--- config.mk ---
export PLATFORM = sky130hd
export DESIGN_NAME = ssc_ctrl
export DESIGN_NICKNAME = d
export VERILOG_FILES = /design/src/hdl/ssc_pkg.sv /design/src/hdl/ssc_ctrl.sv
export SDC_FILE = /design/constraint.sdc
export NUM_CORES = 1
export LEC_CHECK = 0
export BUFFER_PORTS_ARGS = -buffer_cell sky130_fd_sc_hd__buf_2
export CORE_AREA = 4 4 41 43
export DETAILED_ROUTE_END_ITERATION = 12
export DIE_AREA = 0 0 45 47
export HOLD_SLACK_MARGIN = 0.15
export SYNTH_ARGS = -nofsm -noshare
export SYNTH_HDL_FRONTEND = slang
export SYNTH_SLANG_ARGS = --single-unit
--- constraint.sdc ---
create_clock -name clk_i -period 0.9 [get_ports clk_i]
set_input_delay 0.09 -clock clk_i [delete_from_list [all_inputs] [get_ports clk_i]]
set_output_delay 0.09 -clock clk_i [all_outputs]
set_load 0.005 [all_outputs]
--- src/hdl/ssc_pkg.sv ---
// Servo sweep controller: shared types, constants and register map.
// No dependencies; every other file of the block imports this package.
package ssc_pkg;

  // Default width of the PWM duty word
  localparam int SSC_PWM_BITS = 16;

  // Configuration port geometry
  localparam int CFG_INDEX_W = 4;
  localparam int CFG_DATA_W  = 10;

  // Register indexes
  localparam logic [CFG_INDEX_W-1:0] REG_MAX_ANGLE    = 4'd0;
  localparam logic [CFG_INDEX_W-1:0] REG_FRAME_PERIOD = 4'd1;
  localparam logic [CFG_INDEX_W-1:0] REG_STEP_SLOW    = 4'd2;
  localparam logic [CFG_INDEX_W-1:0] REG_STEP_NORMAL  = 4'd3;
  localparam logic [CFG_INDEX_W-1:0] REG_STEP_FAST    = 4'd4;
  localparam logic [CFG_INDEX_W-1:0] REG_DWELL_SLOW   = 4'd5;
  localparam logic [CFG_INDEX_W-1:0] REG_DWELL_NORMAL = 4'd6;
  localparam logic [CFG_INDEX_W-1:0] REG_DWELL_FAST   = 4'd7;

  // Register reset values
  localparam logic [7:0] RST_MAX_ANGLE    = 8'd125;
  localparam logic [7:0] RST_FRAME_PERIOD = 8'd20;
  localparam logic [6:0] RST_STEP_SLOW    = 7'd3;
  localparam logic [6:0] RST_STEP_NORMAL  = 7'd5;
  localparam logic [6:0] RST_STEP_FAST    = 7'd8;
  localparam logic [9:0] RST_DWELL_SLOW   = 10'd120;
  localparam logic [9:0] RST_DWELL_NORMAL = 10'd80;
  localparam logic [9:0] RST_DWELL_FAST   = 10'd40;

  // Speed codes after clamping
  localparam logic [1:0] SPEED_STOP   = 2'd0;
  localparam logic [1:0] SPEED_SLOW   = 2'd1;
  localparam logic [1:0] SPEED_NORMAL = 2'd2;
  localparam logic [1:0] SPEED_FAST   = 2'd3;

  // Servo geometry
  localparam logic [7:0]  FULL_DEG    = 8'd180;
  localparam logic [7:0]  RETURN_STEP = 8'd10;
  localparam int          MIN_US      = 500;
  localparam int          MAX_US      = 2500;
  localparam int          PERIOD_US   = 20000;

  // 2000/180 reduces to 100/9
  localparam int DEG_NUM = (MAX_US - MIN_US) / 20;
  localparam int DEG_DEN = 180 / 20;
  // ceil(2^17/9): exact floor for every numerator up to 100*180
  localparam int DIV9_SHIFT = 17;
  localparam int DIV9_RECIP = (1 << DIV9_SHIFT) / DEG_DEN + 1;

  // Command bundle from sequencer to datapath
  typedef struct packed {
    logic capture;  // latch the incoming tick
    logic step;     // update angle, direction and waits
    logic mul;      // scale the clamped angle
    logic pulse;    // pulse width and pulse*top
    logic recip;    // reciprocal estimate of the duty
    logic prod;     // back-multiply for the correction
    logic load;     // correct and fill the output register
  } ssc_cmd_t;

endpackage

--- src/hdl/ssc_ctrl.sv ---
// Servo sweep controller: tick sequencer and output-beat valid flag.
// Depends on ssc_pkg for the command bundle.
module ssc_ctrl import ssc_pkg::*; (
  input  logic     clk_i,
  input  logic     rst_ni,
  input  logic     in_valid_i,
  output logic     in_ready_o,
  output logic     out_valid_o,
  input  logic     out_ready_i,
  output ssc_cmd_t cmd_o
);

  localparam logic [2:0] ST_IDLE  = 3'd0;
  localparam logic [2:0] ST_STEP  = 3'd1;
  localparam logic [2:0] ST_MUL   = 3'd2;
  localparam logic [2:0] ST_PULSE = 3'd3;
  localparam logic [2:0] ST_RECIP = 3'd4;
  localparam logic [2:0] ST_PROD  = 3'd5;
  localparam logic [2:0] ST_DONE  = 3'd6;

  logic [2:0] state_q, state_d;
  logic       out_valid_q, out_valid_d;
  logic       accept, slot_free;

  assign in_ready_o  = (state_q == ST_IDLE);
  assign accept      = in_valid_i && in_ready_o;
  assign slot_free   = !out_valid_q || out_ready_i;
  assign out_valid_o = out_valid_q;

  // Next state and commands
  always_comb begin
    state_d       = state_q;
    cmd_o         = '0;
    cmd_o.capture = accept;
    unique case (state_q)
      ST_IDLE:  if (accept) state_d = ST_STEP;
      ST_STEP:  begin cmd_o.step  = 1'b1; state_d = ST_MUL;   end
      ST_MUL:   begin cmd_o.mul   = 1'b1; state_d = ST_PULSE; end
      ST_PULSE: begin cmd_o.pulse = 1'b1; state_d = ST_RECIP; end
      ST_RECIP: begin cmd_o.recip = 1'b1; state_d = ST_PROD;  end
      ST_PROD:  begin cmd_o.prod  = 1'b1; state_d = ST_DONE;  end
      ST_DONE: begin
        // hold the finished tick until the output register is free
        if (slot_free) begin
          cmd_o.load = 1'b1;
          state_d    = ST_IDLE;
        end
      end
      default:  state_d = ST_IDLE;
    endcase
  end

  // Output beat pending flag
  always_comb begin
    out_valid_d = out_valid_q;
    if (cmd_o.load)       out_valid_d = 1'b1;
    else if (out_ready_i) out_valid_d = 1'b0;
  end

  always_ff @(posedge clk_i or negedge rst_ni) begin
    if (!rst_ni) begin
      state_q     <= ST_IDLE;
      out_valid_q <= 1'b0;
    end else begin
      state_q     <= state_d;
      out_valid_q <= out_valid_d;
    end
  end

endmodule

==> results.py <==
metrics = {
    "outcome": {
        "status": "finished, violations left",
        "violations": "setup timing",
    },
    "floorplanning": {
        "coreArea_mm2": 0.00130,
        "die_h_um": 47,
        "io_pins": 13,
        "dieArea_mm2": 0.00212,
        "die_w_um": 45,
        "fp-row-count": 13,
        "start_util_pct": 20.0,
    },
    "yosys": {
        "synth_seq_cells": 4,
        "synth_top_area_share_pct": 38.5,
        "synthArstFlopShare_pct": 100,
        "synth_nets": 31,
        "synthesis.area_um2": 260,
        "synth.distinct_cells": 16,
        "postSynthCellCount": 27,
        "syn_area_per_cell_um2": 9.64,
        "synth_common_cells": "4 x dfrtp_1, 4 x nor3_1",
        "synth_top_area_cell": "dfrtp_1",
        "yosys-top-cells-area": "dfrtp_1 38%, buf_6 8.7%, nor3_1 7.7%, a21o_1 5.8%, buf_4 5.8%",
        "synth-edff-count": 0,
        "dominantRegCellSynth": "dfrtp_1",
        "synth_warnings": 0,
        "synth.yosys.seq_area_share_pct": 38.5,
    },
    "grt": {
        "antenna_found_initial": 0,
        "grt_first_pass_wirelength_um": 1050,
        "grt_pass1_vias": 245,
        "overflow": 0,
        "grt_usage_pct": 7.37,
        "grt_max_degree": 10,
    },
    "power_and_ir_drop": {
        "power.share.clock_pct": 13.8,
        "power.density_mw_per_mm2": 3610,
        "switching_share_pct": 37.6,
        "p_leak_nw": 0.250,
        "p_sw_uw": 674,
        "peakVddDrop_mv": 1.42,
        "combinationalPowerShare_pct": 62.5,
        "seqPwrFrac_pct": 23.8,
        "cell_internal_pwr_mw": 1.12,
    },
    "placement": {
        "port_buffers": 12,
        "hpwl_um": 427,
        "place_ws_ns": -0.179,
        "gp_congestion": 0.765,
    },
    "hold_path": {
        "hold_path_class": "input pin to flip-flop",
    },
    "route": {
        "wirelength_um": 710,
        "wire_per_inst_um": 10.8,
        "ant_nets": 0,
        "initialDrtViolationCount": 9,
        "via_per_inst": 4.29,
        "drc": 0,
        "dr.pass1.iters": 2,
        "vias": 283,
    },
    "timing": {
        "finalMaxSlewViolations": 0,
        "tns_ns": -2.81,
        "setup_slack_ns": -0.319,
        "fin_crit_sh_pct": 135,
        "fmax_mhz": 820,
        "grt_setup_unrepaired": "true",
        "final_hold_viol_count": 0,
        "finalSetupViolations": 12,
        "min_period_ns": 1.22,
        "worst_pin_slew_ns": 0.194,
        "finalClockSkew_ns": 0.00361,
        "slew_headroom_pct": 87.0,
    },
    "clock_network": {
        "cts_buffers": 3,
        "cts_tree": "built",
        "clock_latency_ns": 0.24,
        "h-tree-depth": 1,
        "clk_pin_slew_ns": 0.04,
        "cts.path.max_buffers": 2,
        "clockRootBuffer": "clkbuf_4",
        "cts_sinks": 4,
    },
    "critical_path": {
        "r2r_slack_ns": -0.23,
        "crit_type": "flip-flop to primary output",
        "cp.arrival_ns": 1.13,
        "worstPathMaxFanout": 7,
        "worst_setup_path_end_kind": "primary output",
        "worstPathRequired_ns": 0.81,
        "cp-start-kind": "flip-flop",
    },
    "layout": {
        "num_antenna_cells": 0,
        "drive_above_1_share_pct": 76.5,
        "syn_to_final_growth_pct": 90.9,
        "final_nets": 56,
    },
    "run": {
        "maxCapViolCount": 0,
    },
}
## kinds of logic after synthesis
logic type,share of synthesized area (%)
AND/OR/NAND/NOR,27.4
AO/OA/AOI/OAI,15.9
buffers and inverters,18.3
flip-flops,38.5
## power groups by stage
| stage | Combinational (mW) | Clock, mW | Sequential [mW] |
|---|---|---|---|
| 6_report | 1.12 | 0.247 | 0.426 |
| 5_1_grt | 1.23 | 0.280 | 0.439 |
| 4_1_cts | 0.843 | 0.257 | 0.463 |
| 3_5_place_dp | 0.598 | 0 | 0.472 |
| 3_3_place_gp | 0.590 | 0 | 0.461 |
| 2_1_floorplan | 0.572 | 0 | 0.337 |
## final timing paths
check                       startpoint          end  cells after the start
hold reg to reg            out_valid_o  out_valid_o                      2
setup reg to reg            state_q[1]   state_q[2]                      4
setup / recovery            state_q[0]     cmd_o[0]                      3
hold / removal              in_valid_i   state_q[0]                      3
max in group asynchronous       rst_ni   state_q[2]                      2
min in group asynchronous       rst_ni   state_q[1]                      2
## per-layer routing
metal,global-route usage [%],routed length [µm],vias up
met3,5.36,89,2
li1,-,-,143
met4,3.51,10,0
met1,9.17,307,123
met5,0,0,-
met2,9.32,303,15
## repair_timing
action / 4_1_cts / 5_1_grt
setup endpoints to repair: 12 / 12
hold endpoints to repair: 4 / 0
pin swaps: 1 / 3
buffers inserted: 6 / 4
hold buffers: 1 / 0
resized for setup: 7 / 9
## cell usage in the layout (no fill, tap or decap), types with 2 or more instances in the layout
cell      netlist  routed
buf_2           0      11
buf_6           2       7
buf_4           2       5
clkbuf_4        0       3
dfrtp_2         0       3
nor3_4          0       2
nor3_2          1       2
a21o_1          2       2
o21ai_2         1       2
## stage by stage
| step | utilization, % | total power, mW | hold WS [ns] | instances | area [µm²] |
|---|---|---|---|---|---|
| CTS | 33.8 | 1.56 | 0.159 | 63 | 439 |
| detailed placement | 25.9 | 1.07 | -0.0980 | 52 | 337 |
| floorplan | - | 0.909 | -0.206 | 27 | 280 |
| global placement | 25.9 | 1.05 | -0.102 | 52 | 337 |
| global route | 38.2 | 1.95 | 0.154 | 66 | 497 |
| finish | 38.2 | 1.79 | 0.161 | 66 | 497 |
## worst max-delay path: stages, from the launching register on
cell	delay [ns]
dfrtp_2	0.45
nand2b_4	0.17
nor3b_2	0.14
buf_2	0.13
## area by class of cell
type	instances	area, µm²
Fill cell	142	805
Timing Repair Buffer	24	181
Multi-Input combinational cell	17	156
Sequential cell	4	104
Clock buffer	4	26.3
Tap cell	15	18.8
Inverter	2	10.0
## sequential cells by signal (all words and copies together) (netlist names)
register and count:
out_valid_o 1, state_q 3
(Power assumes the default switching activity.)
