--- src/hdl/ssc_pkg.sv ---
// Servo sweep controller: shared types, constants and register map.
// No dependencies; every other file of the block imports this package.
package ssc_pkg;

  // Default width of the PWM duty word
  localparam int SSC_PWM_BITS = 16;

  // Configuration port geometry
  localparam int CFG_INDEX_W = 4;
  localparam int CFG_DATA_W  = 10;

  // Register indexes
  localparam logic [CFG_INDEX_W-1:0] REG_MAX_ANGLE    = 4'd0;
  localparam logic [CFG_INDEX_W-1:0] REG_FRAME_PERIOD = 4'd1;
  localparam logic [CFG_INDEX_W-1:0] REG_STEP_SLOW    = 4'd2;
  localparam logic [CFG_INDEX_W-1:0] REG_STEP_NORMAL  = 4'd3;
  localparam logic [CFG_INDEX_W-1:0] REG_STEP_FAST    = 4'd4;
  localparam logic [CFG_INDEX_W-1:0] REG_DWELL_SLOW   = 4'd5;
  localparam logic [CFG_INDEX_W-1:0] REG_DWELL_NORMAL = 4'd6;
  localparam logic [CFG_INDEX_W-1:0] REG_DWELL_FAST   = 4'd7;

  // Register reset values
  localparam logic [7:0] RST_MAX_ANGLE    = 8'd125;
  localparam logic [7:0] RST_FRAME_PERIOD = 8'd20;
  localparam logic [6:0] RST_STEP_SLOW    = 7'd3;
  localparam logic [6:0] RST_STEP_NORMAL  = 7'd5;
  localparam logic [6:0] RST_STEP_FAST    = 7'd8;
  localparam logic [9:0] RST_DWELL_SLOW   = 10'd120;
  localparam logic [9:0] RST_DWELL_NORMAL = 10'd80;
  localparam logic [9:0] RST_DWELL_FAST   = 10'd40;

  // Speed codes after clamping
  localparam logic [1:0] SPEED_STOP   = 2'd0;
  localparam logic [1:0] SPEED_SLOW   = 2'd1;
  localparam logic [1:0] SPEED_NORMAL = 2'd2;
  localparam logic [1:0] SPEED_FAST   = 2'd3;

  // Servo geometry
  localparam logic [7:0]  FULL_DEG    = 8'd180;
  localparam logic [7:0]  RETURN_STEP = 8'd10;
  localparam int          MIN_US      = 500;
  localparam int          MAX_US      = 2500;
  localparam int          PERIOD_US   = 20000;

  // 2000/180 reduces to 100/9
  localparam int DEG_NUM = (MAX_US - MIN_US) / 20;
  localparam int DEG_DEN = 180 / 20;
  // ceil(2^17/9): exact floor for every numerator up to 100*180
  localparam int DIV9_SHIFT = 17;
  localparam int DIV9_RECIP = (1 << DIV9_SHIFT) / DEG_DEN + 1;

  // Command bundle from sequencer to datapath
  typedef struct packed {
    logic capture;  // latch the incoming tick
    logic step;     // update angle, direction and waits
    logic mul;      // scale the clamped angle
    logic pulse;    // pulse width and pulse*top
    logic recip;    // reciprocal estimate of the duty
    logic prod;     // back-multiply for the correction
    logic load;     // correct and fill the output register
  } ssc_cmd_t;

endpackage

--- src/hdl/ssc_datapath.sv ---
// Servo sweep controller: registers, sweep state update and duty arithmetic.
// Depends on ssc_pkg; driven by commands from ssc_ctrl.
module ssc_datapath import ssc_pkg::*; #(
  parameter int PWM_BITS = SSC_PWM_BITS
) (
  input  logic                   clk_i,
  input  logic                   rst_ni,
  input  ssc_cmd_t               cmd_i,
  input  logic [7:0]             speed_cmd_i,
  input  logic                   cfg_we_i,
  input  logic [CFG_INDEX_W-1:0] cfg_index_i,
  input  logic [CFG_DATA_W-1:0]  cfg_data_i,
  output logic [7:0]             angle_deg_o,
  output logic [PWM_BITS-1:0]    pwm_duty_o,
  output logic                   angle_written_o,
  output logic                   sweeping_up_o
);

  // pulse*(2^PWM_BITS-1) stays below 2^YW
  localparam int YW       = 12 + PWM_BITS;
  localparam longint RCP  = (64'd1 << YW) / PERIOD_US;
  localparam int KW       = $clog2(RCP + 1);
  localparam int XW       = 15;  // 100*180
  localparam int QW       = 15;  // 20000

  // Configuration registers
  logic [7:0] max_angle_q, frame_period_q;
  logic [6:0] step_slow_q, step_normal_q, step_fast_q;
  logic [9:0] dwell_slow_q, dwell_normal_q, dwell_fast_q;

  always_ff @(posedge clk_i or negedge rst_ni) begin
    if (!rst_ni) begin
      max_angle_q    <= RST_MAX_ANGLE;
      frame_period_q <= RST_FRAME_PERIOD;
      step_slow_q    <= RST_STEP_SLOW;
      step_normal_q  <= RST_STEP_NORMAL;
      step_fast_q    <= RST_STEP_FAST;
      dwell_slow_q   <= RST_DWELL_SLOW;
      dwell_normal_q <= RST_DWELL_NORMAL;
      dwell_fast_q   <= RST_DWELL_FAST;
    end else if (cfg_we_i) begin
      unique case (cfg_index_i)
        REG_MAX_ANGLE:    max_angle_q    <= cfg_data_i[7:0];
        REG_FRAME_PERIOD: frame_period_q <= cfg_data_i[7:0];
        REG_STEP_SLOW:    step_slow_q    <= cfg_data_i[6:0];
        REG_STEP_NORMAL:  step_normal_q  <= cfg_data_i[6:0];
        REG_STEP_FAST:    step_fast_q    <= cfg_data_i[6:0];
        REG_DWELL_SLOW:   dwell_slow_q   <= cfg_data_i;
        REG_DWELL_NORMAL: dwell_normal_q <= cfg_data_i;
        REG_DWELL_FAST:   dwell_fast_q   <= cfg_data_i;
        default: ;
      endcase
    end
  end

  // Tick capture
  logic [7:0] speed_q;
  always_ff @(posedge clk_i) begin
    if (cmd_i.capture) speed_q <= speed_cmd_i;
  end

  // Sweep state
  logic [7:0] angle_q, angle_n;
  logic       dir_q, dir_n;
  logic [7:0] frame_q, frame_n, frame_d;
  logic [9:0] dwell_q, dwell_n, dwell_d;
  logic       wr_q, wr_n;
  logic [1:0] spd;
  logic [6:0] step;
  logic [9:0] dwell_sel;
  logic [8:0] up_sum;

  assign spd = (speed_q > 8'd3) ? SPEED_FAST : speed_q[1:0];

  always_comb begin
    unique case (spd)
      SPEED_SLOW:   begin step = step_slow_q;   dwell_sel = dwell_slow_q;   end
      SPEED_NORMAL: begin step = step_normal_q; dwell_sel = dwell_normal_q; end
      SPEED_STOP,
      SPEED_FAST:   begin step = step_fast_q;   dwell_sel = dwell_fast_q;   end
      default:      begin step = step_fast_q;   dwell_sel = dwell_fast_q;   end
    endcase
  end

  // One frame step when both waits have run out, then count the waits down
  always_comb begin
    frame_n = frame_q;
    dwell_n = dwell_q;
    angle_n = angle_q;
    dir_n   = dir_q;
    wr_n    = 1'b0;
    up_sum  = {1'b0, angle_q} + {2'b00, step};
    if (frame_q == '0 && dwell_q == '0) begin
      frame_n = frame_period_q;
      if (spd == SPEED_STOP) begin
        // return to rest, nothing written once parked
        if (angle_q != '0) begin
          angle_n = (angle_q > RETURN_STEP) ? angle_q - RETURN_STEP : '0;
          wr_n    = 1'b1;
        end
      end else begin
        wr_n = 1'b1;
        if (dir_q) begin
          if (up_sum >= {1'b0, max_angle_q}) begin
            angle_n = max_angle_q;
            dir_n   = 1'b0;
            dwell_n = dwell_sel;
          end else begin
            angle_n = up_sum[7:0];
          end
        end else begin
          if (angle_q <= {1'b0, step}) begin
            angle_n = '0;
            dir_n   = 1'b1;
            dwell_n = dwell_sel;
          end else begin
            angle_n = angle_q - {1'b0, step};
          end
        end
      end
    end
    frame_d = (frame_n != '0) ? frame_n - 8'd1 : '0;
    dwell_d = (dwell_n != '0) ? dwell_n - 10'd1 : '0;
  end

  always_ff @(posedge clk_i or negedge rst_ni) begin
    if (!rst_ni) begin
      angle_q <= '0;
      dir_q   <= 1'b1;
      frame_q <= '0;
      dwell_q <= '0;
    end else if (cmd_i.step) begin
      angle_q <= angle_n;
      dir_q   <= dir_n;
      frame_q <= frame_d;
      dwell_q <= dwell_d;
    end
  end

  always_ff @(posedge clk_i) begin
    if (cmd_i.step) wr_q <= wr_n;
  end

  // Duty chain: 100*a, /9 and pulse*top, reciprocal of 20000, correction
  logic [7:0]         a_clamp;
  logic [XW-1:0]      x_q;
  logic [XW+13:0]     x_rcp;
  logic [11:0]        pulse;
  logic [YW-1:0]      y_q;
  logic [YW+KW-1:0]   y_rcp;
  logic [PWM_BITS-1:0] q0_q;
  logic [PWM_BITS+QW-1:0] p_q;
  logic [YW:0]        p_lim;
  logic [PWM_BITS-1:0] duty;

  assign a_clamp = (angle_q > FULL_DEG) ? FULL_DEG : angle_q;
  assign x_rcp   = {14'd0, x_q} * (XW+14)'(DIV9_RECIP);
  assign pulse   = 12'(MIN_US) + 12'(x_rcp >> DIV9_SHIFT);
  assign y_rcp   = {{KW{1'b0}}, y_q} * (YW+KW)'(RCP);
  // estimate is low by at most one
  assign p_lim   = (YW+1)'(p_q) + (YW+1)'(PERIOD_US);
  assign duty    = ({1'b0, y_q} >= p_lim) ? q0_q + 1'b1 : q0_q;

  always_ff @(posedge clk_i) begin
    if (cmd_i.mul)   x_q  <= XW'(a_clamp) * XW'(DEG_NUM);
    if (cmd_i.pulse) y_q  <= (YW'(pulse) << PWM_BITS) - YW'(pulse);
    if (cmd_i.recip) q0_q <= PWM_BITS'(y_rcp >> YW);
    if (cmd_i.prod)  p_q  <= (PWM_BITS+QW)'(q0_q) * (PWM_BITS+QW)'(PERIOD_US);
  end

  // Output register
  always_ff @(posedge clk_i) begin
    if (cmd_i.load) begin
      angle_deg_o     <= angle_q;
      pwm_duty_o      <= duty;
      angle_written_o <= wr_q;
      sweeping_up_o   <= dir_q;
    end
  end

endmodule

--- config.mk ---
export PLATFORM = sky130hd
export DESIGN_NAME = ssc_datapath
export DESIGN_NICKNAME = d
export VERILOG_FILES = /design/src/hdl/ssc_pkg.sv /design/src/hdl/ssc_datapath.sv
export SDC_FILE = /design/constraint.sdc
export NUM_CORES = 1
export LEC_CHECK = 0
export ABC_AREA = 1
export BUFFER_PORTS_ARGS = -buffer_cell sky130_fd_sc_hd__buf_2
export CAP_MARGIN = 25
export CORE_MARGIN = 2
export CORE_UTILIZATION = 65
export CTS_CLUSTER_DIAMETER = 120
export CTS_CLUSTER_SIZE = 40
export DETAILED_ROUTE_END_ITERATION = 6
export GPL_ROUTABILITY_DRIVEN = 1
export PLACE_DENSITY = 0.92
export SLEW_MARGIN = 30
export SYNTH_ARGS = -nofsm -noshare
export SYNTH_HDL_FRONTEND = slang
export SYNTH_SLANG_ARGS = --single-unit
--- constraint.sdc ---
create_clock -name clk_i -period 16.5 [get_ports clk_i]
set_input_delay 0.825 -clock clk_i [delete_from_list [all_inputs] [get_ports clk_i]]
set_output_delay 0.825 -clock clk_i [all_outputs]
set_load 0.02 [all_outputs]
==> results of run 1 <==
==> layout make-up <==
cell class	instances	area (µm²)
multi-input combinational	1862	15400
fill	2617	11100
sequential	207	5770
inverter	582	2180
tap	461	577
timing repair buffer	58	298
clock buffer	10	229
clock inverter	3	43.8
==> Yosys cell counts, drive strengths merged (3+ instances only) <==
cell | instances | area [µm²]
ha | 378 | 4730
nand4 | 45 | 309
buf | 6 | 40.0
nand2 | 478 | 1840
dfrtp | 72 | 1800
a31oi | 6 | 37.5
o221ai | 6 | 52.6
o31ai | 7 | 66.3
inv | 579 | 2170
xnor2 | 21 | 191
nor4 | 18 | 113
o211ai | 8 | 60.1
a21oi | 128 | 652
nand3b | 3 | 22.5
or2 | 4 | 25.0
a211oi | 3 | 22.5
nor3 | 28 | 145
clkinv | 3 | 11.3
nor2 | 137 | 559
nand3 | 87 | 468
edfxtp | 113 | 3390
a22oi | 5 | 37.5
fa | 208 | 4160
dfstp | 22 | 578
o21ai | 162 | 837
a221o | 7 | 70.1
o22ai | 16 | 100
clkbuf | 17 | 63.8
o21bai | 10 | 75.1
xor2 | 78 | 683
a21o | 7 | 52.6
==> registers in the layout, indices dropped and copies added, names as in the netlist, 10 cells and up <==
name,flops
y_q,28
p_q,24
pwm_duty_o,15
q0_q,14
x_q,13
dwell_fast_q,10
dwell_normal_q,10
dwell_q,10
dwell_slow_q,10
==> worst max-delay path, delay by kind of cell, from the launching register on <==
kind,cells,cell delay (ns)
AOI/OAI and AO/OA,9,1.57
xor gates and xnor gates,1,0.26
adders and majority gates,4,1.60
buffers and inverters,3,0.53
DFF,1,0.40
and+or+nand+nor,14,2.03
==> per-layer routing <==
metal / GRT usage (%) / wire length (µm) / up-vias
met3: 4.63 / 3600 / 196
met1: 36.7 / 22000 / 8731
met4: 13.6 / 2930 / 4
li1: - / - / 8730
met2: 52.7 / 26900 / 744
met5: 0 / 21 / -
==> metrics by stage <==
| stage | worst slack, ns | cell area, µm² | hold WS (ns) |
|---|---|---|---|
| floorplan | 11.19 | 23500 | 0.400 |
| global placement | 10.34 | 24200 | 0.403 |
| detailed placement | 10.03 | 24200 | 0.431 |
| CTS | 10.0 | 24500 | 0.277 |
| global route | 9.39 | 24500 | 0.296 |
| finish | 9.94 | 24500 | 0.255 |
==> kinds of logic (layout without fill, tap and decap cells) <==
group / count (synthesis) / count (layout)
xor gates and xnor gates: 99 / 99
and+or+nand+nor: 806 / 806
AOI/OAI and AO/OA: 370 / 370
adders and majority gates: 586 / 586
other: 1 / 1
DFF: 207 / 207
buffers and inverters: 605 / 653
==> worst min-delay path by stage <==
stage,start,endpoint,slack [ns]
floorplan,wr_q$_SDFFCE_PN0P_,angle_written_o$_DFFE_PP_,0.40
global placement,wr_q$_SDFFCE_PN0P_,angle_written_o$_DFFE_PP_,0.40
detailed placement,wr_q$_SDFFCE_PN0P_,angle_written_o$_DFFE_PP_,0.43
CTS,rst_ni,dwell_fast_q[4]$_DFFE_PN0P_,0.28
global route,rst_ni,dwell_fast_q[4]$_DFFE_PN0P_,0.30
finish,rst_ni,dwell_normal_q[3]$_DFFE_PN0P_,0.25
==> summary.md, run 1 <==
| Metric | Value |
|---|---|
| Synthesized area | 23500 µm² |
| Die W | roughly 190 µm |
| Vias in the first global route | 19500 |
| Worst rel slew slack | approximately 45% |
| RSZ-0062 raised after global routing | no |
| Setup_tns | 0 ns |
| Hold crit path type | input pin to async pin |
| CTS Sinks | 207 |
| WL/cell | 17.4 µm |
| Final WL | around 55 mm |
| Number of synthesized flops with an enable pin | between 100 and 150 |
| Crit path time final | 6.56 ns |
| Fin. Hold Viols | 0 |
| Initial antenna violation count | 2 |
| Placed cells | 3170 |
| Num CTS Buffers | 9 |
| Max Cap Viol | 0 |
| Ys flop type | edfxtp_1 |
| Starting Density | 65.9% |
| Largest net degree at the start of global routing | between 60 and 70 |
| CP Max Fanout | 26 |
| All-layer global routing usage | 30.1% |
| Library cells used by synthesis | 58 |
| Slowest CP cell | ha_1 |
| IO Pins | 58 |
| Layout Nets | 3338 |
| Cells after Synth | 2674 |
| Initial DRC count | 1509 |
| Clock Skews | 0.0322 ns |
| Syn avg cell area | around 8.8 µm² |
| Ant diodes | 0 |
| Core Region | 35600 µm² |
| Seq/Total Area, Yosys | 24.6% |
| Post-synthesis mux area share | 0% |
| Site Rows | 69 |
| RR Startpoint | speed_q[5]$_DFFE_PP_ |
| DR DRC count | 0 |
| Required time of the worst setup path | about 17 ns |
| Critical path class | register to register |
| CTS Root Cell | clkbuf_16 |
| GR Overflow Total | 0 |
| Share of post-route cells with drive strength above 1 | around 5.7% |
| Final GP Congestion | 0.952 |
| Most used cell, CP | nand2_1 |
| Via-to-Cell Ratio | 5.78 |
| CP startpoint | speed_q[5]$_DFFE_PP_ |
| Dpl hpwl | 46.3 mm |
| Die area | between 30000 and 40000 µm² |
| Crit start category | register |
| # setup viols final | 0 |
| Remaining antenna violation count | 0 |
| Measured slew at the worst slew-check pin | 0.819 ns |
| Die H | 194 µm |
| Post-CTS setup buffer count | 0 |
| Clock Latency Late Sink | 0.49 ns |
| Synth-to-layout area growth | 4.47% |
| Vias post-DR | 18400 |
| First-pass GRT wire length | 93.2 mm |
| Hold Buf Count CTS | 0 |
| CTS resizes | 0 |
| Layout Cells excl Fill | around 3200 |
| Worst R2R End | dwell_q[5]$_DFFE_PN0P_ |
| R2R cell count | 31 |
| Clk slew on worst S/H paths | 0.14 ns |
| CTS tree | built |
| Simple-gate area share of the yosys netlist | 15.0% |
| Status | complete, no violations |
| Commonest non-fill, non-tap cell in the layout | inv_1 |
| #FFs+latches synth | 207 |
| I/O Buffers | 56 |
| Reg-to-reg setup timing slack | just under 10 ns |
| Syn nets | 3292 |
| 1st-pass router iterations | 6 |
| Max Buffers Root-to-Sink | 3 |
| Final clock period utilization by the worst path | about two fifths |
| CTS H-tree lvls | 1 |
| CP arrival | 6.93 ns |
| Compound-Gate Fraction of Synth Area | 8.97% |
| Synth Area in XOR/XNOR | approximately 3.7% |
| Post-Synth Adder-Cell Area | 37.9% |
| Most frequent cells in the layout | inv_1 (570), nand2_1 (463), ha_1 (378) |
| Critical Path Max Stage Delay | 0.73 ns |
| Asr flop ratio synth | approximately 45% |
| Largest family of logic cells by synthesized area | adder cells |
| End of the critical path | dwell_q[5]$_DFFE_PN0P_ |
| Maximum operating frequency | 152 MHz |
| Pins Over Slew Limit | 0 |
| Ys Warns | 0 |
| Util after Layout | 68.9% |
| Critical path endpoint category | register |
Power of run 1 is not shown: default switching activity piles up to over one toggle a cycle in this logic, so the estimate is an artifact.
==> run 2: changes to the inputs <==
CORE_UTILIZATION = 59   (was 65)
PLACE_DENSITY = 0.89   (was 0.92)
clock period = 5.45 ns   (was 16.5 ns; I/O delays follow)
==> summary.md, run 2 (synthesized netlist as in run 1, its figures left out) <==
| Metric | Value |
|---|---|
| I/O Buffers | 56 (unchanged) |
| Max Cap Viol | 0 (unchanged) |
| Clock Latency Late Sink | 0.50 ns (about the same) |
| CTS Sinks | 207 (unchanged) |
| Maximum operating frequency | 178 MHz (+17%) |
| Largest register FFs | 28 (unchanged) |
| Biggest regs | y_q x28, p_q x24, pwm_duty_o x15 |
| Required time of the worst setup path | 5.73 ns (-11.14 ns) |
| Layout Cells excl Fill | 3447 (+8.3%) |
| Crit start category | register |
| Site Rows | 73 (+5.8%) |
| Status | complete, but fails checks |
| DR DRC count | 0 (unchanged) |
| Placed cells | 3372 (+6.4%) |
| Max Buffers Root-to-Sink | 3 (unchanged) |
| CP arrival | 5.90 ns (-1.03 ns) |
| RR Startpoint | x_q[10]$_DFFE_PP_ |
| Filler instances | 2850 (+8.9%) |
| Remaining antenna violation count | 0 (unchanged) |
| Worst path top cell family by delay | adder cells |
| IO Pins | 58 (unchanged) |
| Die area | 41400 µm² (+10%) |
| Starting Density | 59.4% (-6.5 points) |
| Share of post-route cells with drive strength above 1 | 17.6% (+12 points) |
| CP Max Fanout | 4 (-85%) |
| # setup viols final | 27 (+27) |
| Most frequent cells in the layout | inv_1 (554), nand2_1 (424), ha_1 (342) |
| Synth-to-layout area growth | 15.8% |
| Placed Area | 25400 µm² (+4.6%) |
| CTS Root Cell | clkbuf_16 |
| Slowest CP cell | fa_1 |
| Hold Path Origin | cfg_data_i[8] |
| Vias in the first global route | 20200 (+3.3%) |
| Fin. Hold Viols | 0 (unchanged) |
| Clk slew on worst S/H paths | 0.13 ns (about the same) |
| Num CTS Buffers | 9 (unchanged) |
| Critical path endpoint category | register |
| Clock Skews | 0.0274 ns (-0.00479 ns) |
| Ant diodes | 0 (unchanged) |
| Via-to-Cell Ratio | 5.68 (-1.7%) |
| Layout Nets | 3538 (+6.0%) |
| Initial antenna violation count | 0 (-2) |
| Worst setup margin | -0.165 ns (-10.10 ns) |
| Fin area | 27200 µm² (+11%) |
| Crit path time final | 5.62 ns (-0.945 ns) |
| Critical path class | register to register |
| Final WL | 61.1 mm (+10%) |
| WL/cell | 17.7 µm (+1.9%) |
| Most used cell, CP | fa_1 |
| Failing checks | negative setup slack |
| Measured slew at the worst slew-check pin | 0.745 ns (-0.0734 ns) |
| Final clock period utilization by the worst path | 103% (+63 points) |
| Die W | 203 µm (+4.9%) |
| Largest reg by FF count | y_q |
| Initial DRC count | 1451 (-3.8%) |
| First-pass GRT wire length | 96.8 mm (+3.9%) |
| Die H | 203 µm (+4.9%) |
| RSZ-0062 raised after global routing | yes |
| Vias post-DR | 19600 (+6.4%) |
| Final GP Congestion | 0.977 (+2.6%) |
| Core Region | 39500 µm² (+11%) |
| Commonest non-fill, non-tap cell in the layout | inv_1 |
| Largest net degree at the start of global routing | 84 (+38%) |
| All-layer global routing usage | 28.8% (-1.3 points) |
| Pins Over Slew Limit | 0 (unchanged) |
| Worst rel slew slack | 50.3% (+4.8 points) |
| CP startpoint | x_q[10]$_DFFE_PP_ |
| GR Overflow Total | 0 (unchanged) |
| Dpl hpwl | 47.8 mm (+3.1%) |
| 1st-pass router iterations | 6 (unchanged) |
| CTS tree | built |
| Hold crit path type | input pin to register |
| Critical Path Max Stage Delay | 0.58 ns (-0.15 ns) |
| CTS H-tree lvls | 1 (unchanged) |
| Worst path bufs/invs | 5 (+2) |
[run 2: path summary, 6_finish.rpt]
check | slack (ns) | endpoint | cells after the start
worst max-delay path | -0.17 | y_q[26]$_DFFE_PP_ | 28
worst min register to register | 0.47 | angle_written_o$_DFFE_PP_ | 0
min in group asynchronous | 0.13 | dwell_fast_q[9]$_DFFE_PN0P_ | 2
max in group asynchronous | 4.38 | dwell_q[9]$_DFFE_PN0P_ | 3
worst max register to register | -0.17 | y_q[26]$_DFFE_PP_ | 28
worst min-delay path | 0.005 | dwell_normal_q[8]$_DFFE_PN0P_ | 3
[run 2: through the flow]
step / setup slack [ns] / utilization (%) / hold slack [ns] / setup TNS (ns)
6_report: -0.165 / 68.8 / 0.00471 / -1.84
5_1_grt: -0.416 / 68.8 / 0.0193 / -9.72
4_1_cts: -0.00330 / 66.0 / 0.000368 / -0.00330
3_5_place_dp: -0.235 / 64.3 / 0.120 / -2.69
3_3_place_gp: 0.00270 / 64.2 / 0.112 / 0
2_1_floorplan: 0.142 / - / -0.0231 / 0
[run 2: layout make-up]
type	instances	area, µm²	share of cell area [%]
clock buffers	10	229	0.843
clock inverters	3	31.3	0.115
inverters	582	2200	8.10
multi-input cells	1863	16400	60.4
flip-flops and latches	207	5770	21.3
well taps	525	657	2.42
repair buffers	257	1870	6.88
[run 2: metal layers]
layer	global-route usage (%)	part of all wire, %	vias to the layer above
li1	-	-	9127
met5	0	0	-
met4	11.2	4.7	0
met2	52.7	51	846
met3	3.63	6.4	225
met1	34.5	38	9393
[run 2: repair_timing]
item / CTS / global route
resized for setup: 49 / 178
hold buffers: 9 / 0
buffers inserted: 12 / 40
endpoints found under the hold margin: 19 / 0
pin swaps: 24 / 97
setup endpoints to repair: 34 / 50
gates cloned: 0 / 1
[run 2: worst register-to-register path, delay by kind of cell (launching register included)]
| kind | cells | cell delay (ns) |
|---|---|---|
| and+or+nand+nor | 16 | 1.61 |
| adders and majority gates | 7 | 2.77 |
| buffers and inverters | 5 | 0.49 |
| DFF | 1 | 0.51 |
Power of run 2 is left out for the same reason.
==> run 3: changes to the inputs <==
CORE_UTILIZATION = 40   (was 59)
PLACE_DENSITY = 0.67   (was 0.89)
SLEW_MARGIN = default   (was 30)
==> summary.md, run 3 (synthesized netlist as in run 1, its figures left out) <==
| Metric | Value |
|---|---|
| Core Region | 57800 µm² (+46%) |
| Most frequent cells in the layout | inv_1 (554), nand2_1 (427), ha_1 (335) |
| Filler instances | 5373 (+89%) |
| Failing checks | negative setup slack |
| Crit start category | register |
| All-layer global routing usage | 18.4% (-10 points) |
| Worst rel slew slack | 55.2% (+5.0 points) |
| Ant diodes | 0 (unchanged) |
| Initial antenna violation count | 0 (unchanged) |
| Clock Latency Late Sink | 0.50 ns (about the same) |
| Num CTS Buffers | 10 (+1) |
| Die area | 60600 µm² (+46%) |
| Final GP Congestion | 0.922 (-5.7%) |
| CTS Sinks | 207 (unchanged) |
| Remaining antenna violation count | 0 (unchanged) |
| Worst setup margin | -0.0456 ns (+0.119 ns) |
| Critical path class | register to register |
| Vias post-DR | 18300 (-6.7%) |
| Biggest regs | y_q x28, p_q x24, pwm_duty_o x15 |
| 1st-pass router iterations | 6 (unchanged) |
| Site Rows | 88 (+21%) |
| Dpl hpwl | 45.5 mm (-4.8%) |
| IO Pins | 58 (unchanged) |
| # setup viols final | 9 (-67%) |
| Largest reg by FF count | y_q |
| Required time of the worst setup path | 5.67 ns (-0.06 ns) |
| Worst hold slack | 0.0146 ns (+0.00994 ns) |
| CTS Root Cell | clkbuf_16 |
| Fin. Hold Viols | 0 (unchanged) |
| CP arrival | 5.72 ns (-0.18 ns) |
| Vias in the first global route | 18100 (-10%) |
| Share of post-route cells with drive strength above 1 | 18.3% (+0.63 points) |
| Initial DRC count | 1044 (-28%) |
| GR Overflow Total | 0 (unchanged) |
| Largest net degree at the start of global routing | 51 (-39%) |
| Final clock period utilization by the worst path | 101% (-2.2 points) |
| CTS H-tree lvls | 1 (unchanged) |
| Layout Nets | 3572 (+0.96%) |
| Hold crit path type | input pin to register |
| Largest register FFs | 28 (unchanged) |
| Status | complete, but fails checks |
| RSZ-0062 raised after global routing | yes |
| Commonest non-fill, non-tap cell in the layout | inv_1 |
| Pins Over Slew Limit | 0 (unchanged) |
| Final WL | 55.3 mm (-9.4%) |
| Maximum operating frequency | 182 MHz (+2.2%) |
| Critical Path Max Stage Delay | 0.56 ns (-0.02 ns) |
| Via-to-Cell Ratio | 4.91 (-14%) |
| Clk slew on worst S/H paths | 0.14 ns (about the same) |
| First-pass GRT wire length | 90.9 mm (-6.1%) |
| Critical path endpoint category | register |
| Setup_tns | -0.196 ns (+1.64 ns) |
| Measured slew at the worst slew-check pin | 0.669 ns (-0.0765 ns) |
| Starting Density | 40.6% (-19 points) |
| Placed Area | 25900 µm² (+2.2%) |
| I/O Buffers | 56 (unchanged) |
| Most used cell, CP | nand2_2 |
| Die W | 246 µm (+21%) |
| DR DRC count | 0 (unchanged) |
| Crit path time final | 5.50 ns (-0.119 ns) |
| Synth-to-layout area growth | 18.4% |
| Slowest CP cell | fa_2 |
| Die H | 246 µm (+21%) |
| Max Cap Viol | 0 (unchanged) |
| Clock Skews | 0.0513 ns (+0.0239 ns) |
| WL/cell | 14.9 µm (-16%) |
| Util after Layout | 48.1% (-21 points) |
| Fin area | 27800 µm² (+2.3%) |
| CP Max Fanout | 6 (+2) |
| Max Buffers Root-to-Sink | 3 (unchanged) |
| CTS tree | built |
## run 3: cell types whose count changed in the layout (fill, tap and decap cells not counted), sizes merged
cell         before  now
buf             248  274
clkbuf           10   13
dlygate4sd3       9   16
## run 3: what timing repair did
item | in CTS | in global routing
gates resized for setup | 33 | 180
buffers inserted | 13 | 30
setup endpoints to repair | 27 | 46
pin swaps | 35 | 86
hold endpoints to repair | 58 | 0
hold buffers | 16 | 0
cloned | 0 | 1
## run 3: final timing paths
check                      cells past startpoint  slack [ns]          startpoint                           to
hold / removal                                 3        0.01       cfg_data_i[5]  dwell_fast_q[5]$_DFFE_PN1P_
setup reg to reg                              30       -0.05    x_q[5]$_DFFE_PP_            y_q[23]$_DFFE_PP_
min in group asynchronous                      2        0.30              rst_ni  dwell_slow_q[9]$_DFFE_PN0P_
setup / recovery                              30       -0.05    x_q[5]$_DFFE_PP_            y_q[23]$_DFFE_PP_
max in group asynchronous                      3        4.11              rst_ni       dwell_q[9]$_DFFE_PN0P_
hold reg to reg                                0        0.49  wr_q$_SDFFCE_PN0P_    angle_written_o$_DFFE_PP_
## run 3: worst max-delay path, delay by kind of cell (launching register included)
kind            cells  cell delay [ns]
compound gates      1             0.16
fa+ha+maj           7             2.67
buf+inv             6             0.48
flops               1             0.47
simple gates       16             1.45
## run 3: through the flow
stage	worst slack (ns)	instances
floorplan	0.142	2674
global placement	-0.0819	3645
CTS	0.00136	3692
global route	-0.298	3723
detailed placement	-0.135	3647
finish	-0.0456	3723
## run 3: cell type report
type | count | area [µm²] | share of cell area, %
Clock buffer | 13 | 283 | 1.02
Clock inverter | 3 | 52.6 | 0.189
Inverter | 582 | 2190 | 7.88
Multi-Input combinational cell | 1863 | 16400 | 59.1
Sequential cell | 207 | 5770 | 20.8
Tap cell | 765 | 957 | 3.45
Timing Repair Buffer | 290 | 2110 | 7.61
## run 3: layer usage
| metal | track usage [%] | vias to the layer above | wire, µm |
|---|---|---|---|
| li1 | - | 9212 | - |
| met2 | 31.9 | 320 | 26900 |
| met1 | 25.3 | 8679 | 25600 |
| met4 | 3.05 | 0 | 1110 |
| met3 | 1.36 | 64 | 1720 |
| met5 | 0 | - | 0 |
Power of run 3 is left out for the same reason.
